--- config.mk ---
export PLATFORM = sky130hd
export DESIGN_NAME = tax_id_check_digit_validator
export DESIGN_NICKNAME = d
export VERILOG_FILES = /design/src/rtl/tic_pkg.sv /design/src/rtl/tic_accum.sv /design/src/rtl/tic_check.sv /design/src/rtl/tax_id_check_digit_validator.sv
export SDC_FILE = /design/constraint.sdc
export NUM_CORES = 1
export LEC_CHECK = 0
export BUFFER_PORTS_ARGS = -buffer_cell sky130_fd_sc_hd__buf_2
export CAP_MARGIN = 20
export CORE_ASPECT_RATIO = 1.5
export CORE_MARGIN = 2
export CORE_UTILIZATION = 50
export DETAILED_ROUTE_END_ITERATION = 7
export MAX_ROUTING_LAYER = met4
export PLACE_DENSITY = 0.66
export SYNTH_ARGS = -nofsm -noshare
export SYNTH_HDL_FRONTEND = slang
export SYNTH_SLANG_ARGS = --single-unit
--- constraint.sdc ---
create_clock -name clk -period 23.5 [get_ports clk]
set_input_delay 2.35 -clock clk [delete_from_list [all_inputs] [get_ports clk]]
set_output_delay 2.35 -clock clk [all_outputs]
set_load 0.01 [all_outputs]
--- src/rtl/tic_pkg.sv ---
// Shared types, constants and helper functions for the tax identifier
// check-digit validator. No dependencies.
package tic_pkg;

  localparam int unsigned CountW = 4;
  localparam int unsigned DigitW = 4;
  localparam int unsigned SumW   = 10;
  localparam int unsigned CharW  = 8;

  localparam logic [CountW-1:0] CountMax = 4'd15;

  // identifier kinds, as held in the mode register
  localparam logic KindIndividual = 1'b0;
  localparam logic KindCompany    = 1'b1;

  localparam logic [CountW-1:0] LenIndividual = 4'd11;
  localparam logic [CountW-1:0] LenCompany    = 4'd14;

  // digit positions that carry the received check digits
  localparam logic [CountW-1:0] IndCheck1Pos = 4'd9;
  localparam logic [CountW-1:0] IndCheck2Pos = 4'd10;
  localparam logic [CountW-1:0] CoCheck1Pos  = 4'd12;
  localparam logic [CountW-1:0] CoCheck2Pos  = 4'd13;

  localparam logic [CharW-1:0] CharZero = 8'h30;
  localparam logic [CharW-1:0] CharNine = 8'h39;

  localparam logic [6:0] ModBase = 7'd11;

  // company number weight tables
  localparam logic [3:0] CoWeightFirst [12] = '{
    4'd5, 4'd4, 4'd3, 4'd2, 4'd9, 4'd8, 4'd7, 4'd6, 4'd5, 4'd4, 4'd3, 4'd2
  };
  localparam logic [3:0] CoWeightSecond [13] = '{
    4'd6, 4'd5, 4'd4, 4'd3, 4'd2, 4'd9, 4'd8, 4'd7, 4'd6, 4'd5, 4'd4, 4'd3, 4'd2
  };

  // final state of one string, handed from the accumulator to the checker
  typedef struct packed {
    logic              len_ok;
    logic              all_equal;
    logic [SumW-1:0]   sum1;
    logic [SumW-1:0]   sum2;
    logic [DigitW-1:0] rx1;
    logic [DigitW-1:0] rx2;
  } fin_t;

  // weight of a digit in the first sum; zero past the table
  function automatic logic [3:0] weight_first(input logic kind,
                                              input logic [CountW-1:0] pos);
    logic [3:0] w;
    w = 4'd0;
    if (kind == KindIndividual) begin
      if (pos < 4'd9) w = 4'd10 - pos;
    end else begin
      if (pos < 4'd12) w = CoWeightFirst[pos];
    end
    return w;
  endfunction

  // weight of a digit in the second sum; zero past the table
  function automatic logic [3:0] weight_second(input logic kind,
                                               input logic [CountW-1:0] pos);
    logic [3:0] w;
    w = 4'd0;
    if (kind == KindIndividual) begin
      if (pos < 4'd10) w = 4'd11 - pos;
    end else begin
      if (pos < 4'd13) w = CoWeightSecond[pos];
    end
    return w;
  endfunction

  // sum mod 11: 32 is -1 mod 11, so fold the upper bits in, then trim
  function automatic logic [3:0] mod11(input logic [SumW-1:0] s);
    logic [6:0] t;
    t = 7'(s[4:0]) + 7'd33 - 7'(s[9:5]);
    for (int i = 0; i < 5; i++) begin
      if (t >= ModBase) t = t - ModBase;
    end
    return t[3:0];
  endfunction

  // expected check digit for a weighted sum
  function automatic logic [DigitW-1:0] expected_digit(input logic [SumW-1:0] s);
    logic [3:0] r;
    r = mod11(s);
    return (r < 4'd2) ? 4'd0 : 4'(ModBase[3:0] - r);
  endfunction

endpackage

--- src/rtl/tic_accum.sv ---
// Per-digit accumulator: count, first digit, equality flag, weighted sums,
// captured check digits, and the final-state register. Uses tic_pkg.
module tic_accum import tic_pkg::*; (
  input  logic             clk,
  input  logic             rst,
  input  logic             adv,
  input  logic             en,
  input  logic             kind,
  input  logic [CharW-1:0] char_code,
  input  logic             last_char,
  output logic             fin_valid,
  output fin_t             fin
);

  logic [CountW-1:0] digit_count, digit_count_next;
  logic [DigitW-1:0] first_digit, first_digit_next;
  logic              all_equal, all_equal_next;
  logic [SumW-1:0]   sum1, sum1_next;
  logic [SumW-1:0]   sum2, sum2_next;
  logic [DigitW-1:0] rx1, rx1_next;
  logic [DigitW-1:0] rx2, rx2_next;

  logic              is_digit;
  logic [DigitW-1:0] d;
  logic [3:0]        w1, w2;
  logic [CountW-1:0] cap1_pos, cap2_pos, len;

  // digit update
  always_comb begin
    is_digit = (char_code >= CharZero) && (char_code <= CharNine);
    d        = char_code[3:0];
    w1       = weight_first(kind, digit_count);
    w2       = weight_second(kind, digit_count);
    cap1_pos = (kind == KindIndividual) ? IndCheck1Pos : CoCheck1Pos;
    cap2_pos = (kind == KindIndividual) ? IndCheck2Pos : CoCheck2Pos;
    len      = (kind == KindIndividual) ? LenIndividual : LenCompany;

    digit_count_next = digit_count;
    first_digit_next = first_digit;
    all_equal_next   = all_equal;
    sum1_next        = sum1;
    sum2_next        = sum2;
    rx1_next         = rx1;
    rx2_next         = rx2;
    if (is_digit) begin
      if (digit_count == '0) first_digit_next = d;
      else if (d != first_digit) all_equal_next = 1'b0;
      sum1_next = sum1 + (SumW'(d) * SumW'(w1));
      sum2_next = sum2 + (SumW'(d) * SumW'(w2));
      if (digit_count == cap1_pos) rx1_next = d;
      if (digit_count == cap2_pos) rx2_next = d;
      if (digit_count < CountMax) digit_count_next = digit_count + 4'd1;
    end
  end

  // running state; cleared after the last character of a string
  always_ff @(posedge clk) begin
    if (rst || (en && last_char)) begin
      digit_count <= '0;
      first_digit <= '0;
      all_equal   <= 1'b1;
      sum1        <= '0;
      sum2        <= '0;
      rx1         <= '0;
      rx2         <= '0;
    end else if (en) begin
      digit_count <= digit_count_next;
      first_digit <= first_digit_next;
      all_equal   <= all_equal_next;
      sum1        <= sum1_next;
      sum2        <= sum2_next;
      rx1         <= rx1_next;
      rx2         <= rx2_next;
    end
  end

  // final state of a finished string
  always_ff @(posedge clk) begin
    if (rst) begin
      fin_valid <= 1'b0;
    end else if (adv) begin
      fin_valid <= en && last_char;
    end
  end

  always_ff @(posedge clk) begin
    if (en && last_char) begin
      fin.len_ok    <= (digit_count_next == len);
      fin.all_equal <= all_equal_next;
      fin.sum1      <= sum1_next;
      fin.sum2      <= sum2_next;
      fin.rx1       <= rx1_next;
      fin.rx2       <= rx2_next;
    end
  end

  a_cleared_after_last: assert property (@(posedge clk) disable iff (rst)
    (en && last_char) |=> (digit_count == '0))
    else $error("state not cleared after last item of a string");

  a_empty_state: assert property (@(posedge clk) disable iff (rst)
    (digit_count == '0) |-> (all_equal && sum1 == '0 && sum2 == '0))
    else $error("no digits seen but sums or flag disturbed");

endmodule

--- src/rtl/tic_check.sv ---
// Final check: mod-11 check digits, length and repetition tests, and the
// result register. Uses tic_pkg.
module tic_check import tic_pkg::*; (
  input  logic clk,
  input  logic rst,
  input  logic adv,
  input  logic fin_valid,
  input  fin_t fin,
  output logic out_valid,
  output logic is_valid
);

  logic ok;

  // verdict for one string
  always_comb begin
    ok = fin.len_ok && !fin.all_equal &&
         (fin.rx1 == expected_digit(fin.sum1)) &&
         (fin.rx2 == expected_digit(fin.sum2));
  end

  always_ff @(posedge clk) begin
    if (rst) begin
      out_valid <= 1'b0;
    end else if (adv) begin
      out_valid <= fin_valid;
    end
  end

  always_ff @(posedge clk) begin
    if (adv && fin_valid) begin
      is_valid <= ok;
    end
  end

  a_bad_length: assert property (@(posedge clk) disable iff (rst)
    (adv && fin_valid && !fin.len_ok) |=> !is_valid)
    else $error("wrong-length string reported valid");

  a_repeated: assert property (@(posedge clk) disable iff (rst)
    (adv && fin_valid && fin.all_equal) |=> !is_valid)
    else $error("all-equal string reported valid");

endmodule

--- src/rtl/tax_id_check_digit_validator.sv ---
// Top level of the tax identifier check-digit validator: input register,
// mode register, flow control, output buffer. Uses tic_pkg, tic_accum, tic_check.
//
//   channel  | signals                              | direction
//   ---------+--------------------------------------+----------
//   input    | in_valid, in_ready, char_code, last_char | in
//   result   | out_valid, out_ready, is_valid       | out
//   config   | cfg_wr_en, cfg_wr_data (id_kind)     | in
//
// One character is taken every cycle while in_ready is high; the result of a
// string is formed through the input register, the accumulator and the checker,
// in that order, once its last character is accepted. Reset (rst, synchronous)
// clears the mode to the individual number and empties all stages. A result
// that is not taken moves to an output buffer; from the next cycle in_ready
// is low and the pipeline holds until that buffered result has been taken.
module tax_id_check_digit_validator import tic_pkg::*; (
  input  logic             clk,
  input  logic             rst,
  input  logic             in_valid,
  output logic             in_ready,
  input  logic [CharW-1:0] char_code,
  input  logic             last_char,
  output logic             out_valid,
  input  logic             out_ready,
  output logic             is_valid,
  input  logic             cfg_wr_en,
  input  logic             cfg_wr_data
);

  logic             adv;
  logic             id_kind;
  logic             s1_valid;
  logic [CharW-1:0] s1_char;
  logic             s1_last;
  logic             fin_valid;
  fin_t             fin;
  logic             res_valid;
  logic             res_bit;
  logic             buf_valid;
  logic             buf_bit;

  // pipeline moves whenever the output buffer is empty
  assign adv      = !buf_valid;
  assign in_ready = adv;

  // mode register
  always_ff @(posedge clk) begin
    if (rst) begin
      id_kind <= KindIndividual;
    end else if (cfg_wr_en) begin
      id_kind <= cfg_wr_data;
    end
  end

  // input register
  always_ff @(posedge clk) begin
    if (rst) begin
      s1_valid <= 1'b0;
    end else if (adv) begin
      s1_valid <= in_valid;
    end
  end

  always_ff @(posedge clk) begin
    if (adv && in_valid) begin
      s1_char <= char_code;
      s1_last <= last_char;
    end
  end

  tic_accum u_accum (
    .clk       (clk),
    .rst       (rst),
    .adv       (adv),
    .en        (adv && s1_valid),
    .kind      (id_kind),
    .char_code (s1_char),
    .last_char (s1_last),
    .fin_valid (fin_valid),
    .fin       (fin)
  );

  tic_check u_check (
    .clk       (clk),
    .rst       (rst),
    .adv       (adv),
    .fin_valid (fin_valid),
    .fin       (fin),
    .out_valid (res_valid),
    .is_valid  (res_bit)
  );

  // output buffer: catches a refused result so the checker can move on
  always_ff @(posedge clk) begin
    if (rst) begin
      buf_valid <= 1'b0;
    end else if (buf_valid) begin
      if (out_ready) buf_valid <= 1'b0;
    end else if (res_valid && !out_ready) begin
      buf_valid <= 1'b1;
    end
  end

  always_ff @(posedge clk) begin
    if (!buf_valid && res_valid && !out_ready) begin
      buf_bit <= res_bit;
    end
  end

  // buffered result goes first
  assign out_valid = buf_valid || res_valid;
  assign is_valid  = buf_valid ? buf_bit : res_bit;

  a_no_item_no_result: assert property (@(posedge clk) disable iff (rst)
    (adv && !fin_valid) |=> !res_valid)
    else $error("result raised without a finished string");

  a_result_held: assert property (@(posedge clk) disable iff (rst)
    (out_valid && !out_ready) |=> (out_valid && $stable(is_valid)))
    else $error("waiting result dropped or changed");

endmodule
==> results.ini <==
[finish]
area_growth_pct=6.28
nets=1167
drive_gt1_frac=0.0932
antennaDiodeCount=0
fill_cells=1595
finish.utilization=0.545

[die]
die_h_um=165
die_area_mm2=0.0183
io_pins=18
dieWidth_um=111
num_rows=58
core_mm2=0.0168
initial_core_util=0.512

[global_route]
grt_pass1_wl_um=32800
grt-ovfl-total=0
grt_max_degree=38
grt_pass1_vias=7118
gr-usage-all-layers=0.219
antenna_found_initial=0

[yosys]
syn_area_mm2=0.00863
ys_seq_area_frac=0.240
ys_types=99
ys_ff_latch=83
syn_inst=1060
syn-mean-instance-area_um2=8.14
ys.flop_type=dfxtp_1
syn_nets=1170
synth-edff-count=41
synth_warnings=0
async_reset_ff_frac=0

[sta]
final.setup.tns_ns=0
finalSetupViolations=0
finalClockSkew_ns=0.0110
tightest_slew_ns=0.893
period_needed_ns=9.68
finalCritPeriodShare=0.412
final-hold-violation-count=0
finalMaxSlewViolations=0
timing.fmax_ghz=0.103
fin_hold_ws_ns=0.454
rsz0062_at_grt=false
slew_headroom=0.401

[placed_design]
place.gp.congestion=0.912
io_buffers=17
dp.final_hpwl_um=14800

[min_path]
hold_path.class=reg -> reg

[routing]
wirelength_um=19100
drt-vias-per-instance=5.87
drc=0
wl_per_cell_um=15.0
route.vias.total=7471
initialDrtViolationCount=416
dr.pass1.iters=5
drtAntennaViolNets=0

[critical_path]
path_max_fanout=10
worstSetupPathType=reg -> reg
critPathSlowestCell=fa_1
worst_path_most_repeated_cell=inv_1
max_stage_delay_ns=0.65
end_kind=flop
cp_data_arrival_time_ns=9.82
crit_required_ns=23.65
reg2reg_slack_ns=13.82
crit_path_start_kind=flop

[clock_tree]
cts_tree=yes
insertion_delay_ns=0.34
cts-resized-gates=0
post_cts_buffers=0
cts_sinks=83
cts_buffers=9
cts-root-buf=clkbuf_16
ctsLongestPathBuffers=2
clkSlewWorstSetupHoldPaths_ns=0.07
cts-htree-levels=3
hold_buffers=0

[run_status]
status=completed

[power_and_ir_drop]
powerDensity_mw_per_mm2=113
p_leak_nw=3.80
ir_worst_vdd_mv=0.0803

[run]
drv_cap=0

synthesized netlist by cell type (all sizes together), types with 16 or more instances:
cell type    n  share of area
nand2      142          0.063
inv         98          0.043
nor2        86          0.039
ha          75           0.11
a21oi       71          0.044
o21ai       47          0.027
dfxtp       42          0.097
edfxtp      41           0.14
xnor2       37          0.041
clkbuf      29          0.013
and2        28          0.020
nor3        26          0.016
nand3       21          0.012
fa          20          0.046
a211oi      19          0.017
mux2        16          0.021
final cells by class:
cell class	count	area (um2)	share of cell area
well taps	210	263	0.0287
repair buffers	24	135	0.0147
inverters	99	372	0.0405
clock buffers	10	229	0.0250
flip-flops and latches	83	2070	0.226
clock inverters	6	73.8	0.00805
multi-input cells	840	6020	0.657
power breakdown:
part           switching (W)  internal [W]  total, W
logic               0.000422      0.000309  0.000732
registers         0.00000372      0.000156  0.000159
clock network      0.0000585     0.0000836  0.000142
worst paths after layout:
path,start,to,depth (start not counted)
worst max-delay path,u_accum.fin[9]$_DFFE_PP_,u_check.is_valid$_DFFE_PP_,40
worst min-delay path,u_accum.sum2[5]$_SDFFE_PP0P_,u_accum.sum2[5]$_SDFFE_PP0P_,2
worst max register to register,u_accum.fin[9]$_DFFE_PP_,u_check.is_valid$_DFFE_PP_,40
worst min register to register,u_accum.sum2[5]$_SDFFE_PP0P_,u_accum.sum2[5]$_SDFFE_PP0P_,2
kinds of logic after synthesis:
group                    count (synthesis)  synth area share
AO/OA/AOI/OAI                          278             0.233
XOR/XNOR                                52            0.0596
adder cells (fa/ha/maj)                 95             0.155
buffers and inverters                  137            0.0615
flip-flops                              83             0.240
multiplexers                            25            0.0313
AND/OR/NAND/NOR                        390             0.219
flip-flops by register name, summed over array words and instances (netlist names):
signal               cells
buf_bit                  1
buf_valid                1
id_kind                  1
s1_char                  8
s1_last                  1
s1_valid                 1
u_accum.all_equal        1
u_accum.digit_count      4
u_accum.fin             30
u_accum.fin_valid        1
u_accum.first_digit      4
u_accum.rx1              4
u_accum.rx2              4
u_accum.sum1            10
u_accum.sum2            10
u_check.is_valid         1
u_check.out_valid        1
placed cells by master (no fill, tap or decap), types with 18 or more instances in the layout:
master    netlist  final
inv_1          96     96
and2_1         28     28
o21ai_0        36     36
dfxtp_1        42     42
nand3_1        21     21
a211oi_1       18     18
buf_2           3     18
a21oi_1        67     67
nor2_1         84     84
ha_1           75     75
xnor2_1        33     33
nor3_1         25     25
nand2_1       141    141
edfxtp_1       41     41
fa_1           20     20
metrics by stage:
step	area, um2	total power (W)	setup slack (ns)	cells
floorplan	8630	0.000766	14.63	1060
global route	9170	0.00113	12.89	1272
finish	9170	0.00103	13.82	1272
global placement	8860	0.000874	14.15	1255
CTS	9160	0.00103	13.85	1271
detailed placement	8860	0.000886	13.90	1255
worst max-delay path, delay by kind of cell (launching register included):
| kind | cells | cell delay, ns |
|---|---|---|
| buffers and inverters | 8 | 0.69 |
| flip-flops | 1 | 0.36 |
| multiplexers | 3 | 0.81 |
| AO/OA/AOI/OAI | 9 | 2.02 |
| AND/OR/NAND/NOR | 9 | 2.44 |
| adder cells (fa/ha/maj) | 8 | 2.43 |
| XOR/XNOR | 3 | 0.71 |
metal layers:
layer	up-vias	global-route usage	part of all wire
met3	42	0.0183	0.027
met1	3497	0.250	0.42
met4	0	0.0847	0.032
li1	3781	-	-
met2	151	0.400	0.52
met5	-	-	0
(Power assumes the default switching activity.)
